File: config.mk
export PLATFORM = sky130hd
export DESIGN_NAME = skct_head
export DESIGN_NICKNAME = d
export VERILOG_FILES = /design/src/skct_pkg.sv /design/src/skct_head.sv
export SDC_FILE = /design/constraint.sdc
export NUM_CORES = 1
export LEC_CHECK = 0
export ABC_AREA = 1
export BUFFER_PORTS_ARGS = -buffer_cell sky130_fd_sc_hd__buf_2
export CORE_UTILIZATION = 55
export CTS_CLUSTER_SIZE = 20
export DETAILED_ROUTE_END_ITERATION = 16
export PLACE_DENSITY = 0.86
export SYNTH_ARGS = -nofsm -noshare
export SYNTH_HDL_FRONTEND = slang
export SYNTH_SLANG_ARGS = --single-unit
File: constraint.sdc
create_clock -name clk -period 5.8 [get_ports clk]
set_input_delay 0.29 -clock clk [delete_from_list [all_inputs] [get_ports clk]]
set_output_delay 0.29 -clock clk [all_outputs]
set_load 0.02 [all_outputs]
File: src/skct_pkg.sv
// shared types, constants and codes of the sorted key count table
package skct_pkg;

	localparam int TABLE_DEPTH = 1024;
	localparam int COUNT_WIDTH = 32;
	localparam int IDX_W       = $clog2(TABLE_DEPTH);
	localparam int USED_W      = IDX_W + 1;
	localparam int KEY_W       = 24;
	localparam int POS_W       = 10;
	localparam int OUT_CNT_W   = 32;
	localparam int TOTAL_W     = 32;
	localparam int USED_OUT_W  = 11;
	localparam int CMD_W       = 2;
	localparam int S_TDATA_W   = 72;
	localparam int M_TDATA_W   = 112;

	localparam logic [CMD_W-1:0] CMD_ADD   = 2'd0;
	localparam logic [CMD_W-1:0] CMD_TOTAL = 2'd1;
	localparam logic [CMD_W-1:0] CMD_READ  = 2'd2;

	typedef struct packed {
		logic [KEY_W-1:0]       key;
		logic [COUNT_WIDTH-1:0] count;
	} entry_t;

	typedef struct packed {
		logic [POS_W-1:0]     idx;
		logic                 existed;
		logic                 full;
		logic [KEY_W-1:0]     key;
		logic [OUT_CNT_W-1:0] count;
	} res_t;

	typedef struct packed {
		logic shift;
		logic done;
	} head_ctl_t;

endpackage

File: src/skct_head.sv
// head unit: walks the turning ring, matches, inserts and reads entries
module skct_head (
	input  logic                          clk,
	input  logic                          arst_n,
	input  logic                          start,
	input  logic                          op_read,
	input  logic [skct_pkg::KEY_W-1:0]    key,
	input  logic [31:0]                   cnt,
	input  logic [skct_pkg::POS_W-1:0]    ridx,
	input  skct_pkg::entry_t              head_in,
	output skct_pkg::entry_t              tail_out,
	output skct_pkg::head_ctl_t           ctl,
	output skct_pkg::res_t                res,
	output logic [skct_pkg::USED_W-1:0]   used
);
	import skct_pkg::*;

	localparam int WIDE_W = (COUNT_WIDTH > 32 ? COUNT_WIDTH : 32) + 1;
	localparam logic [COUNT_WIDTH-1:0] CNT_MAX = '1;

	localparam logic [1:0] MD_SEARCH = 2'd0;
	localparam logic [1:0] MD_SHIFT  = 2'd1;
	localparam logic [1:0] MD_DONE   = 2'd2;

	logic                   active_q;
	logic                   done_q;
	logic [IDX_W-1:0]       step_q;
	logic [1:0]             mode_q;
	logic [USED_W-1:0]      used_q;
	logic                   ins_q;
	logic                   op_read_q;
	logic [KEY_W-1:0]       key_q;
	logic [COUNT_WIDTH-1:0] cnt_sat_q;
	logic [POS_W-1:0]       ridx_q;
	entry_t                 carry_q;
	res_t                   res_q;

	logic [WIDE_W-1:0]      cnt_wide;
	logic [COUNT_WIDTH-1:0] cnt_sat;
	logic [WIDE_W-1:0]      sum;
	logic [COUNT_WIDTH-1:0] sum_sat;
	logic                   valid_e;
	logic                   is_full;
	logic                   last_step;
	entry_t                 new_ent;
	entry_t                 tail;
	entry_t                 carry_n;
	logic [1:0]             mode_n;
	logic                   ins_n;
	res_t                   res_n;

	// incoming count clamped to the count range
	assign cnt_wide = WIDE_W'(cnt);
	assign cnt_sat  = (cnt_wide > WIDE_W'(CNT_MAX)) ? CNT_MAX : cnt_wide[COUNT_WIDTH-1:0];

	// saturating accumulate; both operands are within range so the sum fits
	assign sum     = WIDE_W'(head_in.count) + WIDE_W'(cnt_sat_q);
	assign sum_sat = (sum > WIDE_W'(CNT_MAX)) ? CNT_MAX : sum[COUNT_WIDTH-1:0];

	assign valid_e   = {1'b0, step_q} < used_q;
	assign is_full   = used_q == USED_W'(TABLE_DEPTH);
	assign last_step = step_q == IDX_W'(TABLE_DEPTH - 1);
	assign new_ent   = '{key: key_q, count: cnt_sat_q};

	always_comb begin
		tail    = head_in;
		carry_n = carry_q;
		mode_n  = mode_q;
		ins_n   = ins_q;
		res_n   = res_q;
		if (op_read_q) begin
			if (valid_e && (32'(step_q) == 32'(ridx_q))) begin
				res_n.key   = head_in.key;
				res_n.count = OUT_CNT_W'(head_in.count);
			end
		end else begin
			case (mode_q)
				MD_SEARCH: begin
					if (!valid_e) begin
						// first free slot: append
						tail      = new_ent;
						ins_n     = 1'b1;
						res_n.idx = POS_W'(step_q);
						mode_n    = MD_DONE;
					end else if (head_in.key == key_q) begin
						tail.count    = sum_sat;
						res_n.existed = 1'b1;
						res_n.idx     = POS_W'(step_q);
						res_n.count   = OUT_CNT_W'(sum_sat);
						mode_n        = MD_DONE;
					end else if (head_in.key > key_q) begin
						if (is_full) begin
							res_n.full = 1'b1;
							mode_n     = MD_DONE;
						end else begin
							tail        = new_ent;
							carry_n     = head_in;
							ins_n       = 1'b1;
							res_n.idx   = POS_W'(step_q);
							res_n.count = OUT_CNT_W'(cnt_sat_q);
							mode_n      = MD_SHIFT;
						end
					end else if (last_step) begin
						// every slot holds a smaller key: table full
						res_n.full = 1'b1;
						mode_n     = MD_DONE;
					end
					if (!valid_e) begin
						res_n.count = OUT_CNT_W'(cnt_sat_q);
					end
				end
				MD_SHIFT: begin
					// displaced entries ripple up by one slot
					tail    = carry_q;
					carry_n = head_in;
					if (!valid_e) begin
						mode_n = MD_DONE;
					end
				end
				default: begin
					tail = head_in;
				end
			endcase
		end
	end

	always_ff @(posedge clk or negedge arst_n) begin
		if (!arst_n) begin
			active_q <= 1'b0;
			done_q   <= 1'b0;
			step_q   <= '0;
			mode_q   <= MD_SEARCH;
			used_q   <= '0;
			ins_q    <= 1'b0;
		end else begin
			done_q <= 1'b0;
			if (start) begin
				active_q <= 1'b1;
				step_q   <= '0;
				mode_q   <= MD_SEARCH;
				ins_q    <= 1'b0;
			end else if (active_q) begin
				step_q <= step_q + 1'b1;
				mode_q <= mode_n;
				ins_q  <= ins_n;
				if (last_step) begin
					active_q <= 1'b0;
					done_q   <= 1'b1;
					if (ins_n) begin
						used_q <= used_q + 1'b1;
					end
				end
			end
		end
	end

	always_ff @(posedge clk) begin
		if (start) begin
			op_read_q     <= op_read;
			key_q         <= key;
			cnt_sat_q     <= cnt_sat;
			ridx_q        <= ridx;
			res_q.idx     <= op_read ? ridx : '0;
			res_q.existed <= 1'b0;
			res_q.full    <= 1'b0;
			res_q.key     <= op_read ? '0 : key;
			res_q.count   <= '0;
		end else if (active_q) begin
			carry_q <= carry_n;
			res_q   <= res_n;
		end
	end

	assign tail_out  = tail;
	assign ctl.shift = active_q;
	assign ctl.done  = done_q;
	assign res       = res_q;
	assign used      = used_q;

endmodule

==> results.md <==
* CTS clk-pin slew, worst paths at 0.06 ns
* Dominant cell type by area after synthesis: edfxtp_1
* Hold Path Depth at 1
* Switching portion of total power at 35.4%
* Setup ws final at 1.14 ns
* Initial DRC Count at 2218
* Post-DRT Antenna Nets at 0
* Worst VDD drop at 0.244 mV
* Largest cells by area after synthesis: edfxtp_1, nand2_1, inv_1
* RSZ-0062 raised after global routing: false
* TritonCTS buffer count at 25
* Worst-Margin Slew at 1.05 ns
* Power Dens Cells at 280 nW/um^2
* First-pass GRT wire length at 81400 um
* Setup violators final at 0
* Worst Hold Class: primary input to flip-flop
* Most numerous cell in the Yosys netlist: nand2_1
* Xor/xnor share of the synthesized area at 1.32%
* Initial antenna violation count at 0
* Count of flip-flops with a built-in enable after synthesis at 157
* Die Span X at 165 um
* Met2 WL at 23800 um
* Post-synth top cells: nand2_1, inv_1, nand3_1, edfxtp_1, nor2_1
* Via/cell ratio at 5.90
* GRT Overall Usage at 39.3%
* Final nets at 2523
* Crit start category: flip-flop
* DR top layer: met4
* Simple-gate share of the synthesized area at 31.0%
* Largest net degree at the start of global routing at 62
* Final Skew at 0.0246 ns
* Post-synth ARST share at 12.0%
* Ports at 263
* CTS tree: built
* Antenna cells at 0
* Adder-Cell Fraction of Synth Area at 5.97%
* Slew Limit Fails at 0
* Gate power share at 30.0%
* Yosys top cell area share at 32.3%
* Die Ht at 165 um
* Synth Cell Area at 14600 um^2
* LEAKAGE at 8.81 nW
* Largest family of logic cells by synthesized area: simple AND/OR/NAND/NOR gates
* DPL Wire Length at 35200 um
* Crit Path Category: flip-flop to output port
* Post-Place Worst Slack at 2.04 ns
* Critical path fanouts, max at 59
* Via count at 15800
* Main synth FF type: edfxtp_1
* Total negative setup slack at 0 ns
* Root buffer cell: clkbuf_16
* Starting density of the core at 56.0%
* Metal1 wirelength at 20100 um
* DIE AREA at 27200 um^2
* R2R cell count at 13
* Post-synthesis mux area share at 0%
* Worst skew pair latency at 0.55 ns
* Clock Sinks at 217
* DRC at 0
* YS warnings at 0
* Status: complete, no violations
* H-tree depth at 1
* Post-synthesis compound-gate area fraction at 10.2%
* Internal at 3.24 mW
* Max clock buf depth at 3
* Layout cells sized above 1 at 15.6%
* Crit. End Element: output port
* Post-synthesis sequential area ratio at 41.4%
* Gr ovfl total at 0
* Layout area overhead at 22.4%
* Number of global-route vias before repair at 15000
* Core area at 26100 um^2
* NetSw at 1.77 mW
* Cells after Synth at 2003
* Routed wire per std cell at 19.7 um
* Util after Layout at 68.6%
* Global placement routability congestion at 1.02
* Crit path DAT at 4.37 ns
* Site row count at 59
* Total power at 5.01 mW
* First-pass detailed-route iteration total at 6
* Clock network power share at 32.7%
* Required time of the critical path at 5.51 ns
* Post-synth cell types at 52
* Max-Cap Viols at 0
* Reg power frac at 37.3%
* Drt total wl at 52900 um
* Number of port buffers at 262
* Tmin final at 4.66 ns
* Avg Inst Size Synth at 7.29 um^2
* Fmax at 0.215 GHz
* Relative slew slack at 29.9%
* WL met3 at 6090 um
* Tcrit/Tclk final at 80.3%
* Seq cells post-synth at 217
* Final Hold Viols at 0
* Post-Synthesis Net Count at 2198
[state kept, by name (all words and copies together), names as in the netlist]
name / count
op_read_q: 1
carry_q: 56
active_q: 1
cnt_sat_q: 32
res: 68
used: 11
step_q: 10
done_q: 1
key_q: 24
mode_q: 2
ridx_q: 10
ins_q: 1
[what timing repair did]
| action | CTS | global route |
|---|---|---|
| gates resized for setup | 0 | 0 |
| endpoints found under the hold margin | 122 | 0 |
| hold buffers | 97 | 0 |
| setup buffers | 0 | 0 |
[layer usage]
layer,track usage [%],up-vias
met5,0,-
met4,17.9,0
met3,8.51,283
met2,62.1,1213
met1,51.5,7125
li1,-,7191
[kinds of logic (layout without fill, tap and decap cells)]
logic type / Yosys count / count (layout)
AO/OA/AOI/OAI: 274 / 274
XOR/XNOR: 22 / 22
adder cells (fa/ha/maj): 69 / 69
buffers and inverters: 361 / 705
flip-flops: 217 / 217
AND/OR/NAND/NOR: 1060 / 1060
[worst paths after layout]
path                            slack (ns)        from            to
min in group asynchronous             0.30      arst_n       used[0]
worst max-delay path                  1.14     used[4]  tail_out[45]
max in group asynchronous             5.07      arst_n     step_q[3]
worst min-delay path                  0.01  head_in[5]    carry_q[5]
worst max register to register        2.05     used[4]       used[2]
worst min register to register        0.49     res[56]       res[56]
[power groups by stage]
stage                     Clock (mW)  Sequential [mW]  Combinational, mW
after global routing            1.69             1.87               1.64
after CTS                       1.63             1.86               1.43
after detailed placement           0             1.89               1.37
after global placement             0             1.89               1.34
final                           1.64             1.87               1.50
after floorplan                    0             1.94              0.870
[cells in the final DEF (no fill, tap or decap), types with 4 or more instances in the layout]
cell           Yosys  routed
edfxtp_1         157     157
dfrtp_1           26      26
nand2_2            5       5
nor2_2             4       4
nand2_1          640     640
or2_2             17      17
buf_2             16     261
o22ai_1           23      23
ha_1              68      68
o21bai_1           7       7
nand4_1           25      25
dfxtp_1           34      34
nor2_4             4       4
inv_2              7       7
clkbuf_1          37       5
nor3_1            19      19
o21ai_0           77      76
buf_4              9      14
nand3_1          181     181
nor2_1           142     142
clkbuf_16          0      26
nand3_4            4       4
clkbuf_8           0       4
o211ai_1           7       7
o21ai_1           28      28
nor4_1             5       5
xor2_1            10      10
inv_1            276     276
a21oi_1          116     115
xnor2_1           12      12
and2_1             4       4
clkinv_1           3       6
dlygate4sd3_1      0      97
[critical path, cell delays in order, from the launching register on]
cell	delay [ns]
dfrtp_1	0.42
inv_1	0.23
ha_1	0.29
a21oi_1	0.16
o21ai_0	0.10
nand2_1	0.11
nand3_4	0.30
inv_2	0.66
nand2_4	0.62
nand2_1	0.28
nand3_1	0.10
nand2_1	0.10
nand2_1	0.06
o21ai_0	0.15
buf_2	0.23
[final cells by class]
type	count	area [um^2]
sequential	217	6050
fill	2116	8190
clock inverter	10	119
clock buffer	36	729
timing repair buffer	372	2380
multi-input combinational	1425	7090
tap	335	419
inverter	287	1080
[per-stage QoR]
stage                     std cells  area (um^2)  hold WS, ns
after floorplan                2003        14600     -0.00559
after global placement         2539        16000        0.336
after detailed placement       2539        16000        0.354
after CTS                      2682        17900    0.0000545
after global routing           2682        17900       0.0175
final                          2682        17900       0.0104
No activity file was read; power rests on OpenSTA's default activity.
