### src/skct_pkg.sv
// shared types, constants and codes of the sorted key count table
package skct_pkg;

	localparam int TABLE_DEPTH = 1024;
	localparam int COUNT_WIDTH = 32;
	localparam int IDX_W       = $clog2(TABLE_DEPTH);
	localparam int USED_W      = IDX_W + 1;
	localparam int KEY_W       = 24;
	localparam int POS_W       = 10;
	localparam int OUT_CNT_W   = 32;
	localparam int TOTAL_W     = 32;
	localparam int USED_OUT_W  = 11;
	localparam int CMD_W       = 2;
	localparam int S_TDATA_W   = 72;
	localparam int M_TDATA_W   = 112;

	localparam logic [CMD_W-1:0] CMD_ADD   = 2'd0;
	localparam logic [CMD_W-1:0] CMD_TOTAL = 2'd1;
	localparam logic [CMD_W-1:0] CMD_READ  = 2'd2;

	typedef struct packed {
		logic [KEY_W-1:0]       key;
		logic [COUNT_WIDTH-1:0] count;
	} entry_t;

	typedef struct packed {
		logic [POS_W-1:0]     idx;
		logic                 existed;
		logic                 full;
		logic [KEY_W-1:0]     key;
		logic [OUT_CNT_W-1:0] count;
	} res_t;

	typedef struct packed {
		logic shift;
		logic done;
	} head_ctl_t;

endpackage

### src/skct_cell.sv
// one ring cell: holds one table entry and hands it on while the ring turns
module skct_cell (
	input  logic            clk,
	input  logic            shift,
	input  skct_pkg::entry_t d,
	output skct_pkg::entry_t q
);
	import skct_pkg::*;

	entry_t ent_q;

	// payload only, no reset: entries above the fill count are never observed
	always_ff @(posedge clk) begin
		if (shift) begin
			ent_q <= d;
		end
	end

	assign q = ent_q;

endmodule

### config.mk
export PLATFORM = sky130hd
export DESIGN_NAME = skct_cell
export DESIGN_NICKNAME = d
export VERILOG_FILES = /design/src/skct_pkg.sv /design/src/skct_cell.sv
export SDC_FILE = /design/constraint.sdc
export NUM_CORES = 1
export LEC_CHECK = 0
export BUFFER_PORTS_ARGS = -buffer_cell sky130_fd_sc_hd__buf_2
export CORE_MARGIN = 1
export CORE_UTILIZATION = 43
export DETAILED_ROUTE_END_ITERATION = 7
export MAX_ROUTING_LAYER = met4
export PLACE_DENSITY = 0.92
export SLEW_MARGIN = 15
export SYNTH_ARGS = -nofsm -noshare
export SYNTH_HDL_FRONTEND = slang
export SYNTH_SLANG_ARGS = --single-unit
### constraint.sdc
create_clock -name clk -period 0.8 [get_ports clk]
set_input_delay 0.16 -clock clk [delete_from_list [all_inputs] [get_ports clk]]
set_output_delay 0.16 -clock clk [all_outputs]
set_load 0.03 [all_outputs]
==> metrics.md, run 1 <==
| Metric | Value |
|---|---|
| Run status | `complete, but fails checks` |
| Failing checks | `negative setup slack` |
| Multi-input comb cells | `0` |
| F_max | `roughly 0.96 GHz` |
| Router iterations before antenna repair | `3` |
| Die height | `approximately 65 um` |
| Placed cell area | `2350 um2` |
| Crit path max fanout | `1` |
| Hold_ws | `about 32 ps` |
| Rel. slew slack | `between 80% and 90%` |
| Nets | `approximately 240` |
| Fin worst setup slack | `-247 ps` |
| Routability cong. | `between 0.6 and 0.7` |
| Max-cap viol count | `0` |
| IO buf count | `113` |
| Max FFs per register | `56` |
| Antenna Nets Post-Route | `0` |
| Area delta synth->final | `66.8%` |
| Sequential cell area | `roughly 1700 um2` |
| CP max-delay cell | `edfxtp_1` |
| RSZ-0062 raised after global routing | `yes` |
| Routed vias/inst | `approximately 4.5` |
| Final Hold Fails | `0` |
| Slew Viols, Final | `0` |
| Total global routing overflow | `0` |
| Crit. End Element | `output port` |
| FF+latch count, synth | `56` |
| Multi-input combinational cell area | `0 um2` |
| Critical setup path kind | `reg -> out` |
| Clk pin slew, worst setup/hold paths | `approximately 90 ps` |
| DR vias | `1011` |
| Synthesized area | `~1700 um2` |
| Avg Cell Area, Syn | `between 30 and 40 um2` |
| Area contributors post-synth | `edfxtp_1 100%` |
| CP Launch Type | `register` |
| CTS tree | `built` |
| Global-route wire length before repair | `5030 um` |
| CTS Hold Bufs | `0` |
| Drt drc | `0` |
| Tcrit/Tclk final | `131%` |
| Worst EP arrival | `890 ps` |
| Diodes inserted | `0` |
| Vias in the first global route | `between 1000 and 1500` |
| Yosys top cell by area | `edfxtp_1` |
| Fillers | `between 200 and 250` |
| TritonCTS buffer count | `5` |
| # setup viols final | `56` |
| H-tree depth | `2` |
| Post-CTS Setup Bufs | `0` |
| Sink Count | `56` |
| Largest net degree at the start of global routing | `31` |
| Max incr delay on CP | `around 430 ps` |
| Boundary Pins | `about 110` |
| Post_cts resized | `between 100 and 150` |
| Cell variety after synth | `1` |
| Post-Syn Instances | `56` |
| Worst-path cell chain | `buf_6` |
| Initial DRC count | `75` |
| Power Dens Cells | `about 2300 nW/um2` |
| Die area | `~4200 um2` |
| Final Instance Area | `between 2000 and 3000 um2` |
| Initial antenna violation count | `0` |
| Syn nets | `114` |
| WP data required | `approximately 640 ps` |
| Wirelength per Cell | `15.6 um` |
| Hold Crit Class | `in -> reg` |
| Leakage | `about 1.2 nW` |
| # placed instances | `roughly 220` |
| Post-synthesis sequential area ratio | `100%` |
| WP buf/inv | `1` |
| Peak supply drop | `roughly 1.4 mV` |
| Core ar. | `~3700 um2` |
| Share of cells above drive strength 1 | `between 60% and 70%` |
| Post-route minimum period | `roughly 1000 ps` |
| Final wirelength | `about 3500 um` |
| Layout Utilization | `75.5%` |
| Num rows | `22` |
| Syn. warnings | `0` |
| Initial Utilization | `approximately 45%` |
| Layout Cells excl Fill | `about 230` |
| Root Driver | `clkbuf_8` |
| Post-synth top area share | `100%` |
| Clock tree buffer depth | `2` |
| Die width | `around 65 um` |
| Top Family by Delay on Critical Path | `flip-flops` |
| Worst-margin pin slew | `between 150 and 200 ps` |
| Gr usage total | `a little under a fifth` |
[final timing paths]
check	startpoint	to	slack, ps	cells after the start
max	q[10]	q[10]	-250	1
min	d[1]	q[1]	30	1
[stage by stage]
| step | setup TNS (ps) | setup slack, ps | power, mW |
|---|---|---|---|
| 6_report | -11210 | -247 | 6.48 |
| 5_1_grt | -13330 | -290 | 6.72 |
| 4_1_cts | -11950 | -250 | 6.54 |
| 3_5_place_dp | -588 | -18.7 | 4.50 |
| 3_3_place_gp | -269 | -10.6 | 4.47 |
| 2_1_floorplan | 0 | 144 | 4.09 |
[cell usage in the layout, fill, tap and decap left out]
cell,count
buf_6,56
buf_2,57
edfxtp_1,56
clkbuf_8,5
clkinv_2,1
clkbuf_1,1
buf_12,2
bufinv_16,1
[Yosys cell counts]
library cell   n
edfxtp_1      56
[final cells by class]
class,count,area share (%)
clock buffer,6,2.59
timing repair buffer,115,34.1
tap,48,2.14
clock inverter,2,1.25
sequential,56,59.9
[cell families after synthesis]
group  Yosys count  synth area share, %
DFF             56                  100
[power by group]
part	switching (mW)	internal, mW	total [mW]
clock network	0.794	0.929	1.72
registers	0.109	3.49	3.60
logic	0.640	0.520	1.16
[routing by layer]
metal	vias to the layer above	share of wire (%)	track usage, %
li1	467	-	-
met1	470	35	18.3
met2	64	56	32.5
met3	10	5.9	4.23
met4	0	2.7	11.1
met5	-	0	-
Note: power is estimated with default switching activity, not from simulation.
==> inputs of run 2 (changes only) <==
--- a/config.mk
+++ b/config.mk
@@ -6,8 +6,10 @@
 export NUM_CORES = 1
 export LEC_CHECK = 0
 export BUFFER_PORTS_ARGS = -buffer_cell sky130_fd_sc_hd__buf_2
+export CELL_PAD_IN_SITES_DETAIL_PLACEMENT = 0
+export CELL_PAD_IN_SITES_GLOBAL_PLACEMENT = 1
 export CORE_MARGIN = 1
-export CORE_UTILIZATION = 43
+export CORE_UTILIZATION = 34
 export DETAILED_ROUTE_END_ITERATION = 7
 export MAX_ROUTING_LAYER = met4
 export PLACE_DENSITY = 0.92
==> run 2 against run 1 <==
  * The run still ends with negative setup slack left
  * Sequential power about the same
  * Clock power decreased by 18%
  * Sequential share of layout area increased by 0.080 points
  * Final area decreased by 0.13%
  * Die area increased by 26%
  * Core utilization decreased by 17 points
  * Flip-flop and latch count unchanged
  * Setup slack improved by 16 ps
  * Fmax increased by 1.6%
  * Critical path depth unchanged
  * Power decreased by 5.0%
==> metrics.md, run 2 (synthesis gave the netlist of run 1 again) <==
| Metric | Value |
|---|---|
| CTS tree | `built` |
| Drt drc | `0` |
| Multi-input combinational cell area | `0 um2` |
| DR vias | `roughly 1000` |
| Hold Crit Class | `in -> reg` |
| Multi-input comb cells | `0` |
| TritonCTS buffer count | `5` |
| Power Dens Cells | `2200 nW/um2` |
| H-tree depth | `2` |
| Final wirelength | `3470 um` |
| WP data required | `between 600 and 700 ps` |
| Placement Setup Slack | `-18.2 ps` |
| Num rows | `25` |
| Total global routing overflow | `0` |
| Most common cell after layout, fill and taps aside | `buf_2` |
| Sink Count | `between 50 and 60` |
| Rel. slew slack | `between 80% and 90%` |
| Crit path max fanout | `1` |
| Critical setup path kind | `reg -> out` |
| Peak supply drop | `1.00 mV` |
| IO buf count | `between 100 and 150` |
| Root Driver | `clkbuf_8` |
| Fin worst setup slack | `-231 ps` |
| F_max | `0.970 GHz` |
| WP buf/inv | `1` |
| Top Family by Delay on Critical Path | `flip-flops` |
| Clock tree buffer depth | `2` |
| Commonest cells after routing, fill and taps aside | `57 x buf_2, 56 x buf_6, 56 x edfxtp_1` |
| Die height | `approximately 72 um` |
| Max FFs per register | `56` |
| RSZ-0062 raised after global routing | `yes` |
| Global-route wire length before repair | `around 5100 um` |
| Core ar. | `4750 um2` |
| Area delta synth->final | `66.6%` |
| Routed vias/inst | `4.15` |
| Worst EP arrival | `870 ps` |
| Nets | `between 200 and 250` |
| Run status | `complete, but fails checks` |
| Die width | `72.3 um` |
| Crit. End Element | `output port` |
| Worst-path cell chain | `buf_6` |
| Share of cells above drive strength 1 | `between 60% and 70%` |
| Initial DRC count | `around 50` |
| CP Launch Type | `register` |
| Slew Viols, Final | `0` |
| Tcrit/Tclk final | `129%` |
| CP max-delay cell | `edfxtp_1` |
| Post-route minimum period | `approximately 1000 ps` |
| Post-CTS Setup Bufs | `0` |
| Max-cap viol count | `0` |
| Leakage | `between 1 and 1.5 nW` |
| Initial Utilization | `between 30% and 40%` |
| Worst-margin pin slew | `approximately 150 ps` |
| Final Hold Fails | `0` |
| Die area | `around 5200 um2` |
| Antenna Nets Post-Route | `0` |
| Wirelength per Cell | `approximately 14 um` |
| CP startpoint | `q[35]` |
| Levels on crit path | `1` |
| Hold_ws | `about 27 ps` |
| Fin Setup TNS | `-11370 ps` |
| Failing checks | `negative setup slack` |
| Router iterations before antenna repair | `3` |
| Vias in the first global route | `~1000` |
| Clk pin slew, worst setup/hold paths | `90 ps` |
| Worst hold start | `d[40]` |
| Crit path to | `q[35]` |
| Initial antenna violation count | `1` |
| Gr usage total | `between 10% and 20%` |
| Max incr delay on CP | `between 400 and 500 ps` |
| Largest net degree at the start of global routing | `29` |
| Boundary Pins | `between 100 and 150` |
| Fillers | `about 380` |
| Routability cong. | `0.692` |
| Layout Utilization | `between 50% and 60%` |
| # setup viols final | `56` |
run 2: cell count changes in the layout (fill, tap and decap cells not counted):
cell,change
bufinv_16,-1
diode_2,+1
run 2: layer usage:
| metal | GRT usage [%] | share of wire [%] |
|---|---|---|
| met1 | 13.4 | 33 |
| met3 | 7.50 | 12 |
| met5 | - | 0 |
| met2 | 24.4 | 54 |
| met4 | 6.54 | 1.6 |
run 2: worst min path at each step:
stage                  to  depth (start not counted)
floorplan            q[0]                          0
global placement    q[34]                          1
detailed placement  q[28]                          1
CTS                 q[35]                          1
global route        q[52]                          1
finish              q[40]                          1
run 2: power breakdown:
| part | internal (mW) | leakage [nW] | total, mW | switching [mW] |
|---|---|---|---|---|
| combinational | 0.519 | 0.582 | 1.15 | 0.628 |
| sequential | 3.49 | 0.548 | 3.60 | 0.108 |
| clock | 0.597 | 0.0410 | 1.41 | 0.817 |
run 2: final cells by class:
type                  count  area [um2]  share of cell area (%)
Sequential cell          56        1680                    60.0
Timing Repair Buffer    115         956                    34.1
Tap cell                 67        83.8                    2.99
Clock buffer              6        72.6                    2.59
Clock inverter            1        5.00                   0.179
Antenna cell              1        2.50                  0.0893
run 2: what timing repair did:
item | 4_1_cts | 5_1_grt
gates resized for setup | 112 | 0
endpoints found under the setup margin | 56 | 56
hold buffers | 0 | 0
run 2: through the flow:
| step | area (um2) | std cells | total power, mW |
|---|---|---|---|
| floorplan | 1680 | 56 | 4.09 |
| global placement | 2370 | 238 | 4.47 |
| detailed placement | 2370 | 238 | 4.50 |
| CTS | 2800 | 245 | 6.20 |
| global route | 2800 | 246 | 6.40 |
| finish | 2800 | 246 | 6.16 |
==> inputs of run 3 (changes only) <==
--- a/config.mk
+++ b/config.mk
@@ -11,6 +11,7 @@
 export CORE_MARGIN = 1
 export CORE_UTILIZATION = 34
 export DETAILED_ROUTE_END_ITERATION = 7
+export HOLD_SLACK_MARGIN = 0.12
 export MAX_ROUTING_LAYER = met4
 export PLACE_DENSITY = 0.92
 export SLEW_MARGIN = 15
==> run 3 against run 2 <==
  * Critical path type unchanged
  * First-iteration DRC count fell by 22%
  * Clock power barely moved
  * Sequential power about the same
  * Largest cell class unchanged
  * Worst hold slack better by 310 ps
  * Largest power group unchanged
  * The run still ends with negative setup slack left
==> metrics.md, run 3 (synthesis gave the netlist of run 1 again) <==
| Metric | Value |
|---|---|
| Run status | `complete, but fails checks` |
| Failing checks | `negative setup slack` |
| Routed vias/inst | `a little over 4` |
| Routability cong. | `between 0.6 and 0.7` |
| Post-CTS Setup Bufs | `0` |
| Final Total Pwr | `6.39 mW` |
| Commonest cells after routing, fill and taps aside | `57 x buf_2, 56 x dlygate4sd3_1, 56 x buf_6, 56 x edfxtp_1, 5 x clkbuf_8` |
| Leakage | `~1.4 nW` |
| Met3 global-route usage | `under 10%` |
| Worst-path cell chain | `buf_6` |
| Crit path max fanout | `1` |
| # setup viols final | `56` |
| Nets | `between 200 and 300` |
| Diodes inserted | `0` |
| Die height | `72.3 um` |
| Hold Crit Class | `in -> reg` |
| Top Family by Delay on Critical Path | `flip-flops` |
| Sink Count | `56` |
| Die area | `around 5200 um2` |
| Drt drc | `0` |
| Power Dens Cells | `~1900 nW/um2` |
| # placed instances | `238` |
| Area delta synth->final | `99.8%` |
| Layout Cells excl Fill | `~300` |
| Antenna Nets Post-Route | `0` |
| Total global routing overflow | `0` |
| Vias in the first global route | `1400` |
| Crit. End Element | `output port` |
| TritonCTS buffer count | `5` |
| Multi-input comb cells | `0` |
| Die width | `about 72 um` |
| RSZ-0062 raised after global routing | `yes` |
| Slew Viols, Final | `0` |
| Tcrit/Tclk final | `129%` |
| H-tree depth | `2` |
| Peak supply drop | `1.01 mV` |
| Max-cap viol count | `0` |
| Share of cells above drive strength 1 | `between 50% and 60%` |
| Placed cell area | `approximately 2400 um2` |
| Core ar. | `roughly 4800 um2` |
| Final wirelength | `roughly 4300 um` |
| Final Instance Area | `3360 um2` |
| Initial Utilization | `35.4%` |
| Router iterations before antenna repair | `5` |
| Fin worst setup slack | `-233 ps` |
| Max incr delay on CP | `410 ps` |
| WP data required | `~640 ps` |
| CP max-delay cell | `edfxtp_1` |
| Rel. slew slack | `between 80% and 90%` |
| Clock tree buffer depth | `2` |
| M1 GR Usage | `approximately 18%` |
| Grt met2 use | `between 30% and 40%` |
| DR vias | `roughly 1200` |
| Clk pin slew, worst setup/hold paths | `around 90 ps` |
| Critical setup path kind | `reg -> out` |
| Post-route minimum period | `roughly 1000 ps` |
| Num rows | `25` |
| Largest net degree at the start of global routing | `29` |
| CTS tree | `built` |
| Multi-input combinational cell area | `0 um2` |
| Layer with the highest usage | `met2` |
| F_max | `approximately 0.97 GHz` |
| Max FFs per register | `between 50 and 60` |
| Sequential cell area | `between 1500 and 2000 um2` |
| Worst-margin pin slew | `between 150 and 200 ps` |
| Boundary Pins | `about 110` |
| Global-route wire length before repair | `6530 um` |
| Most common cell after layout, fill and taps aside | `buf_2` |
| Gr usage total | `a little under a fifth` |
| Worst EP arrival | `870 ps` |
| Initial antenna violation count | `0` |
| Fillers | `between 300 and 400` |
| CP Launch Type | `register` |
| Root Driver | `clkbuf_8` |
| Final Hold Fails | `0` |
| WP buf/inv | `1` |
| Initial DRC count | `38` |
| IO buf count | `between 100 and 150` |
| Wirelength per Cell | `~14 um` |
## run 3: per-layer routing
layer	share of wire, %	vias up
li1	-	578
met1	34	584
met2	56	75
met3	8.8	7
met4	1.9	0
met5	0	-
## run 3: layout make-up
| type | count | share of cell area [%] |
|---|---|---|
| clock inverters | 1 | 0.149 |
| repair buffers | 171 | 45.1 |
| clock buffers | 6 | 2.16 |
| flip-flops and latches | 56 | 50.1 |
| well taps | 67 | 2.50 |
## run 3: path summary, 6_finish.rpt
check	startpoint	endpoint	cells past startpoint
setup / recovery	q[4]	q[4]	1
hold / removal	shift	q[8]	2
## run 3: repair_timing
item                                    CTS  global route
endpoints found under the setup margin   56            56
hold buffers                             56             0
resized for setup                       112             0
hold endpoints to repair                 56             0
cloned                                    0             0
## run 3: through the flow
| stage | utilization (%) | worst slack [ps] | hold slack, ps | TNS [ps] |
|---|---|---|---|---|
| 2_1_floorplan | - | 144 | 259 | 0 |
| 4_1_cts | 70.7 | -241 | 332 | -12000 |
| 5_1_grt | 70.7 | -274 | 325 | -13970 |
| 3_3_place_gp | 49.9 | -9.56 | 336 | -249 |
| 6_report | 70.7 | -233 | 339 | -11640 |
| 3_5_place_dp | 49.9 | -18.2 | 338 | -654 |
## run 3: power breakdown
part | leakage [nW] | switching [mW] | internal, mW | total [mW]
sequential | 0.548 | 0.114 | 3.49 | 3.60
combinational | 0.816 | 0.676 | 0.697 | 1.37
clock | 0.0410 | 0.814 | 0.597 | 1.41
